File: config.mk
export PLATFORM = sky130hd
export DESIGN_NAME = ra_bogus_prefix_filter
export DESIGN_NICKNAME = d
export VERILOG_FILES = /design/src/hw/rtl/rbpf_pkg.sv /design/src/hw/rtl/rbpf_ctrl.sv /design/src/hw/rtl/rbpf_datapath.sv /design/src/hw/rtl/ra_bogus_prefix_filter.sv
export SDC_FILE = /design/constraint.sdc
export NUM_CORES = 2
export LEC_CHECK = 0
export ABC_AREA = 1
export BUFFER_PORTS_ARGS = -buffer_cell sky130_fd_sc_hd__buf_2
export CAP_MARGIN = 15
export CORE_ASPECT_RATIO = 0.5
export CORE_MARGIN = 3
export CORE_UTILIZATION = 45
export DETAILED_ROUTE_END_ITERATION = 8
export PLACE_DENSITY = 0.71
export SLEW_MARGIN = 20
export SYNTH_ARGS = -nofsm -noshare
export SYNTH_HDL_FRONTEND = slang
export SYNTH_SLANG_ARGS = --single-unit
File: constraint.sdc
create_clock -name clk -period 5.43 [get_ports clk]
set_input_delay 0.2715 -clock clk [delete_from_list [all_inputs] [get_ports clk]]
set_output_delay 0.2715 -clock clk [all_outputs]
set_load 0.01 [all_outputs]
File: src/hw/rtl/rbpf_pkg.sv
// Package for the router advertisement bogus prefix filter.
// Holds payload word types, verdict and error codes and the table mask function.
// Depends on nothing.
package rbpf_pkg;

    localparam int NumPrefixesDefault = 8;
    localparam int MaxMessageBytesDefault = 2048;
    localparam int EntryIndexWidth = 3;
    localparam int OptionsStart = 16;
    localparam logic [7:0] PrefixInfoKind = 8'd3;
    localparam logic [7:0] MaxPrefixLength = 8'd128;

    localparam logic [1:0] VERDICT_WITHDRAWAL = 2'd0;
    localparam logic [1:0] VERDICT_CLEAN = 2'd1;
    localparam logic [1:0] VERDICT_BOGUS = 2'd2;
    localparam logic [1:0] VERDICT_RUNT = 2'd3;

    localparam logic [1:0] PERR_NONE = 2'd0;
    localparam logic [1:0] PERR_SHORT = 2'd1;
    localparam logic [1:0] PERR_ZERO = 2'd2;
    localparam logic [1:0] PERR_TRUNC = 2'd3;

    typedef struct packed {
        logic        mode;
        logic [7:0]  msg_byte;
        logic        msg_last;
        logic [2:0]  entry_index;
        logic        entry_half;
        logic [63:0] entry_word;
        logic [7:0]  entry_length;
        logic        entry_enable;
    } in_word_t;

    typedef struct packed {
        logic [1:0] verdict;
        logic [1:0] parse_error;
        logic [2:0] match_entry;
    } out_word_t;

    // Commands from the controller to the datapath.
    typedef struct packed {
        logic take_byte;
        logic load_entry;
        logic cmp_start;
        logic cmp_step;
        logic finish;
    } dp_cmd_t;

    // Status from the datapath to the controller.
    typedef struct packed {
        logic option_end;
        logic cmp_last;
    } dp_status_t;

    function automatic logic [63:0] half_mask(input logic [7:0] len, input logic half);
        logic [7:0] n;
        logic [63:0] m;
        begin
            m = '0;
            n = half ? ((len > 8'd64) ? len - 8'd64 : 8'd0) : len;
            if (n >= 8'd64)
            begin
                m = '1;
            end
            else if (n != 8'd0)
            begin
                m = ~(64'hFFFF_FFFF_FFFF_FFFF >> n[5:0]);
            end
            return m;
        end
    endfunction

endpackage

File: src/hw/rtl/rbpf_ctrl.sv
// Controller state machine of the bogus prefix filter.
// Sequences byte intake, table compare and verdict delivery; uses rbpf_pkg.
module rbpf_ctrl (
    input  logic                clk,
    input  logic                rst_n,
    input  logic                in_valid,
    output logic                in_ready,
    input  logic                item_mode,
    input  logic                item_last,
    input  logic                out_busy,
    input  rbpf_pkg::dp_status_t status,
    output rbpf_pkg::dp_cmd_t   cmd
);
    import rbpf_pkg::*;

    localparam logic [1:0] S_IDLE = 2'd0;
    localparam logic [1:0] S_CMP = 2'd1;
    localparam logic [1:0] S_DONE = 2'd2;

    logic [1:0] state_reg, state_next;
    logic last_reg, last_next;
    logic accept;

    assign in_ready = (state_reg == S_IDLE) && !out_busy;
    assign accept = in_valid && in_ready;

    always_comb
    begin
        state_next = state_reg;
        last_next = last_reg;
        cmd = '0;
        unique case (state_reg)
            S_IDLE:
            begin
                if (accept)
                begin
                    cmd.load_entry = item_mode;
                    cmd.take_byte = !item_mode;
                    if (!item_mode)
                    begin
                        last_next = item_last;
                        if (status.option_end)
                        begin
                            cmd.cmp_start = 1'b1;
                            state_next = S_CMP;
                        end
                        else if (item_last)
                        begin
                            state_next = S_DONE;
                        end
                    end
                end
            end
            S_CMP:
            begin
                cmd.cmp_step = 1'b1;
                if (status.cmp_last)
                begin
                    state_next = last_reg ? S_DONE : S_IDLE;
                end
            end
            S_DONE:
            begin
                cmd.finish = 1'b1;
                state_next = S_IDLE;
            end
            default:
            begin
                state_next = S_IDLE;
            end
        endcase
    end

    always_ff @(posedge clk or negedge rst_n)
    begin
        if (!rst_n)
        begin
            state_reg <= S_IDLE;
            last_reg <= 1'b0;
        end
        else
        begin
            state_reg <= state_next;
            last_reg <= last_next;
        end
    end

endmodule

File: src/hw/rtl/rbpf_datapath.sv
// Datapath of the bogus prefix filter: message parser, prefix table, comparator.
// Compares one table entry per cycle; uses rbpf_pkg.
module rbpf_datapath #(
    parameter int NUM_PREFIXES = rbpf_pkg::NumPrefixesDefault,
    parameter int MAX_MESSAGE_BYTES = rbpf_pkg::MaxMessageBytesDefault
) (
    input  logic                 clk,
    input  logic                 rst_n,
    input  rbpf_pkg::in_word_t   item,
    input  rbpf_pkg::dp_cmd_t    cmd,
    output rbpf_pkg::dp_status_t status,
    output rbpf_pkg::out_word_t  result
);
    import rbpf_pkg::*;

    localparam int PosW = $clog2(MAX_MESSAGE_BYTES + 1);
    localparam int IdxW = EntryIndexWidth;
    localparam int Slots = (NUM_PREFIXES < (1 << IdxW)) ? NUM_PREFIXES : (1 << IdxW);
    localparam int SlotW = (Slots > 1) ? $clog2(Slots) : 1;
    localparam logic [PosW-1:0] MaxPos = PosW'(MAX_MESSAGE_BYTES);

    logic [PosW-1:0] pos_reg;
    logic life_reg;
    logic [PosW-1:0] opt_off_reg;
    logic [10:0] opt_size_reg;
    logic [7:0] opt_kind_reg;
    logic [7:0] adv_len_reg;
    logic [7:0] cap_reg [16];
    logic stopped_reg;
    logic [1:0] err_reg;
    logic bogus_reg;
    logic [2:0] first_reg;
    logic [63:0] hi_word_reg [Slots];
    logic [63:0] lo_word_reg [Slots];
    logic [7:0] tlen_reg [Slots];
    logic [Slots-1:0] tvalid_reg;
    logic [SlotW-1:0] cmp_idx_reg;
    logic cmp_done_reg;

    logic in_range, in_opts;
    logic [PosW-1:0] rel;
    logic [127:0] cap_word;
    logic [7:0] elen;
    logic [SlotW-1:0] ld_idx;
    logic hit;
    logic [PosW-1:0] len_now, resid;

    assign in_range = pos_reg < MaxPos;
    assign rel = pos_reg - PosW'(OptionsStart) - opt_off_reg;
    assign in_opts = in_range && !stopped_reg && (pos_reg >= PosW'(OptionsStart))
                     && (pos_reg - PosW'(OptionsStart) >= opt_off_reg);
    assign status.option_end = in_opts && (rel >= PosW'(2))
                     && ({{(PosW > 11 ? PosW - 11 : 0){1'b0}}, opt_size_reg} - 1 == rel)
                     && (opt_kind_reg == PrefixInfoKind) && (opt_size_reg == 11'd32)
                     && (adv_len_reg <= MaxPrefixLength);
    assign status.cmp_last = hit || cmp_done_reg || (cmp_idx_reg == SlotW'(Slots - 1));

    always_comb
    begin
        for (int i = 0; i < 16; i++)
        begin
            cap_word[127 - 8*i -: 8] = cap_reg[i];
        end
    end

    assign elen = (item.entry_length > MaxPrefixLength) ? MaxPrefixLength : item.entry_length;
    assign ld_idx = SlotW'(item.entry_index);
    assign hit = !cmp_done_reg && tvalid_reg[cmp_idx_reg]
                 && (tlen_reg[cmp_idx_reg] <= adv_len_reg)
                 && ((cap_word[127:64] & half_mask(tlen_reg[cmp_idx_reg], 1'b0))
                     == hi_word_reg[cmp_idx_reg])
                 && ((cap_word[63:0] & half_mask(tlen_reg[cmp_idx_reg], 1'b1))
                     == lo_word_reg[cmp_idx_reg]);

    always_ff @(posedge clk)
    begin
        if (cmd.take_byte && in_opts && rel >= PosW'(16) && rel < PosW'(32))
        begin
            cap_reg[rel[3:0]] <= item.msg_byte;
        end
        if (cmd.load_entry && ({29'd0, item.entry_index} < NUM_PREFIXES))
        begin
            if (item.entry_half)
            begin
                lo_word_reg[ld_idx] <= item.entry_word & half_mask(elen, 1'b1);
            end
            else
            begin
                hi_word_reg[ld_idx] <= item.entry_word & half_mask(elen, 1'b0);
            end
            tlen_reg[ld_idx] <= elen;
        end
    end

    always_ff @(posedge clk or negedge rst_n)
    begin
        if (!rst_n)
        begin
            pos_reg <= '0;
            life_reg <= 1'b0;
            opt_off_reg <= '0;
            opt_size_reg <= '0;
            opt_kind_reg <= '0;
            adv_len_reg <= '0;
            stopped_reg <= 1'b0;
            err_reg <= PERR_NONE;
            bogus_reg <= 1'b0;
            first_reg <= '0;
            tvalid_reg <= '0;
            cmp_idx_reg <= '0;
            cmp_done_reg <= 1'b0;
        end
        else
        begin
            if (cmd.load_entry && ({29'd0, item.entry_index} < NUM_PREFIXES))
            begin
                tvalid_reg[ld_idx] <= item.entry_enable;
            end
            if (cmd.take_byte && in_range)
            begin
                pos_reg <= pos_reg + 1'b1;
                if ((pos_reg == PosW'(6) || pos_reg == PosW'(7)) && item.msg_byte != 8'd0)
                begin
                    life_reg <= 1'b1;
                end
                if (in_opts)
                begin
                    if (rel == '0)
                    begin
                        opt_kind_reg <= item.msg_byte;
                    end
                    else if (rel == PosW'(1))
                    begin
                        if (item.msg_byte == 8'd0)
                        begin
                            stopped_reg <= 1'b1;
                            err_reg <= PERR_ZERO;
                        end
                        else
                        begin
                            opt_size_reg <= {item.msg_byte, 3'b000};
                        end
                    end
                    else
                    begin
                        if (rel == PosW'(2))
                        begin
                            adv_len_reg <= item.msg_byte;
                        end
                        if ({{(PosW > 11 ? PosW - 11 : 0){1'b0}}, opt_size_reg} - 1 == rel)
                        begin
                            opt_off_reg <= opt_off_reg + PosW'(opt_size_reg);
                        end
                    end
                end
            end
            if (cmd.cmp_start)
            begin
                cmp_idx_reg <= '0;
                cmp_done_reg <= 1'b0;
            end
            else if (cmd.cmp_step)
            begin
                if (hit && !bogus_reg)
                begin
                    bogus_reg <= 1'b1;
                    first_reg <= 3'(cmp_idx_reg);
                end
                if (hit)
                begin
                    cmp_done_reg <= 1'b1;
                end
                if (cmp_idx_reg != SlotW'(Slots - 1))
                begin
                    cmp_idx_reg <= cmp_idx_reg + 1'b1;
                end
            end
            if (cmd.finish)
            begin
                pos_reg <= '0;
                life_reg <= 1'b0;
                opt_off_reg <= '0;
                opt_size_reg <= '0;
                opt_kind_reg <= '0;
                adv_len_reg <= '0;
                stopped_reg <= 1'b0;
                err_reg <= PERR_NONE;
                bogus_reg <= 1'b0;
                first_reg <= '0;
            end
        end
    end

    assign len_now = pos_reg;
    assign resid = len_now - PosW'(OptionsStart) - opt_off_reg;

    always_comb
    begin
        result = '0;
        if (len_now < PosW'(8))
        begin
            result.verdict = VERDICT_RUNT;
        end
        else if (!life_reg)
        begin
            result.verdict = VERDICT_WITHDRAWAL;
        end
        else
        begin
            result.parse_error = err_reg;
            if (!stopped_reg && len_now > PosW'(OptionsStart) + opt_off_reg)
            begin
                result.parse_error = (resid < PosW'(2)) ? PERR_SHORT : PERR_TRUNC;
            end
            result.verdict = bogus_reg ? VERDICT_BOGUS : VERDICT_CLEAN;
            result.match_entry = bogus_reg ? first_reg : 3'd0;
        end
    end

endmodule

File: src/hw/rtl/ra_bogus_prefix_filter.sv
// Top level of the router advertisement bogus prefix filter.
// Joins rbpf_ctrl and rbpf_datapath and holds the output register; uses rbpf_pkg.
//
//  channel   direction   handshake            word
//  in        input       in_valid/in_ready    rbpf_pkg::in_word_t
//  out       output      out_valid/out_ready  rbpf_pkg::out_word_t
//
// A table load or an ordinary message byte is taken in S_IDLE and leaves it in S_IDLE.
// A prefix option's end byte starts S_CMP over the NUM_PREFIXES entries, at most 8.
// After the last byte, S_DONE moves the verdict into the output register.
// Input is held off while a verdict waits to be taken. Reset empties the table.
module ra_bogus_prefix_filter #(
    parameter int NUM_PREFIXES = rbpf_pkg::NumPrefixesDefault,
    parameter int MAX_MESSAGE_BYTES = rbpf_pkg::MaxMessageBytesDefault
) (
    input  logic                clk,
    input  logic                rst_n,
    input  logic                in_valid,
    output logic                in_ready,
    input  rbpf_pkg::in_word_t  in_data,
    output logic                out_valid,
    input  logic                out_ready,
    output rbpf_pkg::out_word_t out_data
);
    import rbpf_pkg::*;

    dp_cmd_t cmd;
    dp_status_t status;
    out_word_t result;
    logic out_valid_reg;
    out_word_t out_data_reg;

    rbpf_ctrl u_ctrl (
        .clk(clk),
        .rst_n(rst_n),
        .in_valid(in_valid),
        .in_ready(in_ready),
        .item_mode(in_data.mode),
        .item_last(in_data.msg_last),
        .out_busy(out_valid_reg),
        .status(status),
        .cmd(cmd)
    );

    rbpf_datapath #(
        .NUM_PREFIXES(NUM_PREFIXES),
        .MAX_MESSAGE_BYTES(MAX_MESSAGE_BYTES)
    ) u_datapath (
        .clk(clk),
        .rst_n(rst_n),
        .item(in_data),
        .cmd(cmd),
        .status(status),
        .result(result)
    );

    always_ff @(posedge clk or negedge rst_n)
    begin
        if (!rst_n)
        begin
            out_valid_reg <= 1'b0;
        end
        else if (cmd.finish)
        begin
            out_valid_reg <= 1'b1;
        end
        else if (out_ready)
        begin
            out_valid_reg <= 1'b0;
        end
    end

    always_ff @(posedge clk)
    begin
        if (cmd.finish)
        begin
            out_data_reg <= result;
        end
    end

    assign out_valid = out_valid_reg;
    assign out_data = out_data_reg;

    a_no_accept_while_full: assert property (@(posedge clk) disable iff (!rst_n)
        out_valid_reg |-> !in_ready)
        else $error("input accepted while a verdict waits");

    a_finish_sets_valid: assert property (@(posedge clk) disable iff (!rst_n)
        cmd.finish |=> out_valid_reg)
        else $error("verdict not presented after finish");

    a_single_command: assert property (@(posedge clk) disable iff (!rst_n)
        $onehot0({cmd.take_byte, cmd.load_entry, cmd.cmp_step, cmd.finish}))
        else $error("conflicting datapath commands");

endmodule
After elaboration in Yosys (flattened, before gate mapping)
Memory sizes are Yosys's and may differ from the RTL's.
Cells that the tools add are included.

storage, ports and cells
  output and inout bits = 9
  memories kept = 4
  word-level logic and storage cells = 256
  RAM bits = 1216
  flip-flop bits (word level) = 82

memories
  name                    words  bits a word  read ports  clocked after Yosys merged registers in  wr ports  line                 text
  u_datapath.hi_word_reg  8      64           1           0                                        1         rbpf_datapath.sv:33  logic [63:0] hi_word_reg [Slots];
  u_datapath.lo_word_reg  8      64           1           0                                        1         rbpf_datapath.sv:34  logic [63:0] lo_word_reg [Slots];
  u_datapath.cap_reg      16     8            16          0                                        1         rbpf_datapath.sv:28  logic [7:0] cap_reg [16];
  u_datapath.tlen_reg     8      8            1           0                                        1         rbpf_datapath.sv:35  logic [7:0] tlen_reg [Slots];

cells by class
  equal/unequal tests = 21
  multiplexer cells = 102
  bitwise operators = 11
  reductions and logical operators = 65
  $add $sub $neg = 9
  shift-type cells = 4
  magnitude comparators = 21

operators with widths
  kind                   count
  $mux 64                12
  $and 64x64->64         4
  $not 64->64            4
  $shr 64x6->64 const A  4
  $eq 64x64->1           2
  $mux 8                 13
  $mux 12                8
  $mux 11                6
  $reduce_bool 8->1      5
  $mux 1                 34
  $eq 32x12->1           1
  $ge 8x7->1 const B     4
  $mux 2                 16
  $reduce_bool 2->1      14
  $mux 3                 9
  $eq 12x3->1 const B    2
  $ge 12x5->1 const B    2
  $logic_and 1x1->1      22
  $reduce_and 5->1       4
  $gt 8x7->1 const B     2
  $sub 8x7->8 const B    2
  $add 12x1->12 const B  1
  $add 12x11->12         1
  $add 5x12->12 const A  1
  other kinds (41)       60

Logic depth before layout (Yosys ltp)
  depth in word-level cells = 18
  gate-level depth with buffers = 30
  mapped depth without buffers = 29

Modules after synthesis
From an unflattened synthesis, not the netlist that was laid out.

unflattened totals
  cells, all modules = 5414
  area, all modules = 57978.1 um^2

by module, submodules not included
  module                  cells each  instances  area each (um^2)
  rbpf_datapath           5369        1          57500.1
  ra_bogus_prefix_filter  12          1          250.2
  rbpf_ctrl               33          1          227.7

Worst setup path before layout
No wires, ideal clock.

  path type = reg-to-reg
  from = register u_ctrl.state_reg[0]
  to = memory u_datapath.hi_word_reg[7][0], enable pin
  required time = 4.944 ns
  data arrival time = 4.598 ns
  clock period less this slack = 5.084 ns
  stages on the path, launching flop included = 13
  slack = 0.346 ns
  library setup time = 0.486 ns
  cell sequence = dfrtp_1 inv_1 ha_1 inv_1 nor2_1 nand2_1 nor2_1 inv_1 nor2_1 inv_1 nor2_1 inv_1 nor2_1

between the ends
  longest elaborated chain between the ends = 7

RTL lines
  item                          line                          text
  from (decl)                   rbpf_ctrl.sv:20               logic [1:0] state_reg, state_next;
  from (signal assigned)        rbpf_ctrl.sv:83               state_reg <= state_next;
  $logic_not 2->1               rbpf_ctrl.sv:24               assign in_ready = (state_reg == S_IDLE) && !out_busy;
  $logic_and 1x1->1             rbpf_ctrl.sv:24
  named net in_ready            ra_bogus_prefix_filter.sv:19  output logic in_ready,
  $logic_and 1x1->1             rbpf_ctrl.sv:25               assign accept = in_valid && in_ready;
  $mux 3                        rbpf_ctrl.sv:35               if (accept)
  $mux 3                        rbpf_ctrl.sv:32               unique case (state_reg)
  $mux 1                        rbpf_datapath.sv:81           if (cmd.load_entry && ({29'd0, item.entry_index} < NUM_PREFIXES))
  $mux 1 (implied by the code)  rbpf_datapath.sv:89           hi_word_reg[ld_idx] <= item.entry_word & half_mask(elen, 1'b0);
  to (decl)                     rbpf_datapath.sv:33

The timed path passes the listed nets, and every way through them passes these cells.

Final worst setup path
  from = register u_datapath.cmp_idx_reg[0]
  to = register u_datapath.first_reg[1]

between the ends
  longest elaborated chain between the ends = 13

RTL lines
  item                                       line                  text
  from (decl)                                rbpf_datapath.sv:37   logic [SlotW-1:0] cmp_idx_reg;
  from (signal assigned)                     rbpf_datapath.sv:175  cmp_idx_reg <= cmp_idx_reg + 1'b1;
  $mem_v2 8x8                                -
  $sub 8x7->8 or $gt 8x7->1 (tied branches)  -
  $mux 8                                     rbpf_pkg.sv:60        n = half ? ((len > 8'd64) ? len - 8'd64 : 8'd0) : len;
  $shr 64x6->64                              rbpf_pkg.sv:67        m = ~(64'hFFFF_FFFF_FFFF_FFFF >> n[5:0]);
  $not 64->64                                rbpf_pkg.sv:67
  $mux 64                                    rbpf_pkg.sv:65        else if (n != 8'd0)
  $mux 64                                    rbpf_pkg.sv:61        if (n >= 8'd64)
  $and 64x64->64                             rbpf_datapath.sv:72   && ((cap_word[63:0] & half_mask(tlen_reg[cmp_idx_reg], 1'b1))
  $eq 64x64->1                               rbpf_datapath.sv:73   == lo_word_reg[cmp_idx_reg]);
  $logic_and 1x1->1 (*)                      rbpf_datapath.sv:72
  $logic_and 1x1->1 (*)                      rbpf_datapath.sv:164  if (hit && !bogus_reg)
  $reduce_bool 2->1 (no source line) (*)     -
  $reduce_and 3->1 (no source line) (*)      -
  to (signal assigned)                       rbpf_datapath.sv:167  first_reg <= 3'(cmp_idx_reg);
  to (decl)                                  rbpf_datapath.sv:32   logic [2:0] first_reg;

Mark *: on every way between the ends. The rest lies on a longest branch, timed or not. The select of a mux whose other input is x is not followed.
A chain may end at the register's enable or synchronous reset.

==> impl_results.md <==
- Outcome: finished clean
- Via/cell ratio: 5.886
- Most numerous cell on the critical path: nand2_1
- First-pass GRT wire length: 264800 um
- Worst-path clk slew: 70 ps
- Largest net degree at the start of global routing: ~190
- Chip height: 259.3 um
- Cts repair resizes: 0
- Final WS setup: 230.7 ps
- Relative slew slack: 0.1561
- Primary FF master, synth: edfxtp_1
- DR WL/cell: 25.14 um
- CP max stage cell: dfrtp_4
- ANT nets after route: 0
- PnR Total Power: about 21 mW
- Hold Path Class: primary input to flip-flop
- Gp weighted congestion: 1.085
- Worst slack, placed: a little under 500 ps
- Clk_lat worst skew: 780 ps
- Max FO, Critical Path: 79
- Synth area leader: edfxtp_1
- Avg Cell Area, Syn: 10.78 um^2
- Crit path DAT: just under 6000 ps
- CTS tree: yes
- Fmax: approximately 0.19 GHz
- Grt ovf: 0
- RSZ-0062 raised after global routing: no
- Clk Tree Root Cell: clkbuf_16
- Slew Limit Fails: 0
- CP cell instances: buf_4 -> buf_4 -> nand2_1 -> a32o_1 -> nand2_1 -> nand2_1 -> nand3_1 -> nand2_1 -> nor2_1 -> nand2_1 -> nor2_1 -> nand3_1 -> nor2_1 -> nand3_1 -> nor2_2 -> nand4_1 -> nand2_2 -> nand2_2 -> nand2_1 -> nand2_1
- Post-detail-place hpwl: 118700 um
- CTS H-tree depth: 3
- Io pins: 100
- Top cells by area, synth: edfxtp_1 64%, nand2_1 11%, nand3_1 3.3%, a21oi_1 3.0%, dfrtp_1 2.9%
- Row count: 92
- Critical path type: flip-flop to flip-flop
- WL final: 182500 um
- Cts hold-fix bufs: 23
- Max_cap viols: 0
- CTS Buf Count: approximately 110
- P_leak: 25.19 nW
- Tmin final: about 5200 ps
- Critical Path Max Stage Delay: ~770 ps
- Antenna violations before repair: 9
- DRC Markers: 0
- Die area: 132900 um^2
- Final Hold Vio Count: 0
- Synth top area share: 0.6361
- CP required: 6040 ps
- Fraction of registers with async set/reset: 0.05194
- Yosys Warn Count: 0
- Overall Global Routing Usage: 0.2698
- Syn nets: 5500
- Mapped Cells: 5357
- Clk buf depth: 3
- Seq/Total Area, Yosys: 0.6651
- Worst-Margin Slew: 1253 ps
- Detailed Route Iter0 Violations: 6520
- Die width: 512.6 um
- Netlist Area Pre-Place: between 50000 and 60000 um^2
- Skew final: a little over 60 ps
- Startpoint Class: flip-flop
- Layout cells sized above 1: 0.08904
- Starting Density: 0.4560
- First-pass iteration count of the detailed router: 9
- Post-synth EDFFs: ~1.2k
- Crit. End Element: flip-flop
- VDD IR max: 0.2629 mV
- Setup bufs post-CTS: 0
- Synthesized flop and latch total: around 1.3k
- Setup_tns: 0 ps
- Vias in the first global route: roughly 40k
- PD cells: 322.9 nW/um^2
- Area of the core: 126600 um^2
- Area grow syn2layout: 11.70%
- Fillers: 10.93k
- IO Port Bufs: between 90 and 100
- Final Setup Violations: 0
- Number of distinct library cells after synthesis: 66
- Final period util: 0.9575
- Via count: 42.73k
- Nets@finish: 5607
- CTS Sinks: 1290
-- path summary, 6_finish.rpt --
kind | start | to | slack (ps) | cells past startpoint
setup / recovery | u_datapath.cmp_idx_reg[0] | u_datapath.first_reg[1] | 230 | 20
hold / removal | in_data[13] | u_datapath.hi_word_reg[5][4] | 30 | 3
setup reg to reg | u_datapath.cmp_idx_reg[0] | u_datapath.first_reg[1] | 230 | 20
hold reg to reg | u_datapath.tvalid_reg[5] | u_datapath.tvalid_reg[5] | 490 | 2
max in group asynchronous | rst_n | u_datapath.cmp_idx_reg[0] | 4390 | 3
min in group asynchronous | rst_n | u_datapath.opt_off_reg[9] | 300 | 3
-- synthesized netlist by cell type (all sizes together) (3+ instances only) --
| library cell | n |
|---|---|
| or2 | 13 |
| ha | 51 |
| nor3 | 31 |
| inv | 399 |
| o22ai | 7 |
| nand4 | 43 |
| a221oi | 3 |
| nand3b | 14 |
| xor2 | 31 |
| nor2 | 287 |
| dfrtp | 67 |
| xnor2 | 19 |
| buf | 211 |
| o211ai | 16 |
| nor4 | 9 |
| a22o | 5 |
| clkinv | 5 |
| a22oi | 15 |
| o21bai | 3 |
| a32o | 155 |
| a21boi | 13 |
| o21ai | 115 |
| clkbuf | 45 |
| nand3 | 380 |
| a32oi | 20 |
| a21oi | 348 |
| edfxtp | 1223 |
| a31oi | 6 |
| nand2 | 1762 |
| a211oi | 36 |
-- logic make-up (layout without fill, tap and decap cells) --
group,after synthesis,in the layout,synth area share
mux,3,3,0.0005418
flops,1290,1290,0.6651
xor+xnor,50,50,0.007585
buf+inv,660,862,0.04826
simple gates,2543,2543,0.1809
compound gates,757,757,0.08608
fa+ha+maj,52,52,0.01140
other cells,2,10,0.0001301
-- stage by stage --
stage	util	cells	area, um^2	hold slack, ps
after floorplan	-	5357	57740	-24.09
after global placement	0.4778	7018	60500	466.0
after detailed placement	0.4781	7019	60530	473.8
after CTS	0.5090	7251	64450	6.361
after global routing	0.5092	7253	64480	5.542
final	0.5094	7259	64500	32.53
-- power by group --
group          internal, mW  switching (mW)
combinational         0.392            1.09
clock                  4.32            3.81
sequential             11.1           0.101
-- layout by cell type (no fill, tap or decap), drive strengths merged, types with 3 or more instances in the layout --
cell	n
o22ai	7
edfxtp	1223
clkinvlp	6
a221oi	3
a21boi	13
dlygate4sd3	23
inv	405
nor3	31
nor2	287
clkbuf	137
a32oi	20
o21bai	3
nand2	1762
a22o	5
clkinv	56
buf	226
a32o	155
nand4	43
a22oi	15
bufinv	9
xor2	31
o211ai	16
nand3b	14
ha	51
or2	13
nand3	380
a31oi	6
a211oi	36
diode	8
a21oi	348
dfrtp	67
nor4	9
o21ai	115
xnor2	19
-- cell type report --
| class | instances | area, um^2 | share of cell area |
|---|---|---|---|
| Inverter | 404 | 1539 | 0.02386 |
| Multi-Input combinational cell | 3407 | 16730 | 0.2594 |
| Clock inverter | 72 | 760.7 | 0.01180 |
| Antenna cell | 8 | 20.02 | 0.0003104 |
| Timing Repair Buffer | 249 | 1992 | 0.03088 |
| Tap cell | 1692 | 2117 | 0.03282 |
| Sequential cell | 1290 | 38410 | 0.5956 |
| Clock buffer | 137 | 2927 | 0.04538 |
-- routing by layer --
| metal | track usage | vias up | routed length (um) |
|---|---|---|---|
| met2 | 0.4024 | 2540 | 79220 |
| met1 | 0.3803 | 20955 | 73180 |
| met4 | 0.1087 | 2 | 7951 |
| li1 | - | 18872 | - |
| met5 | 0 | - | 13 |
| met3 | 0.06562 | 361 | 22100 |
-- worst max-delay path: cells and delay by family (launching register included) --
kind | cells | cell delay, ps
AOI/OAI and AO/OA | 1 | 300
DFF | 1 | 770
buffers and inverters | 2 | 1380
and+or+nand+nor | 17 | 2500
Power figures use the tool's default switching activity.
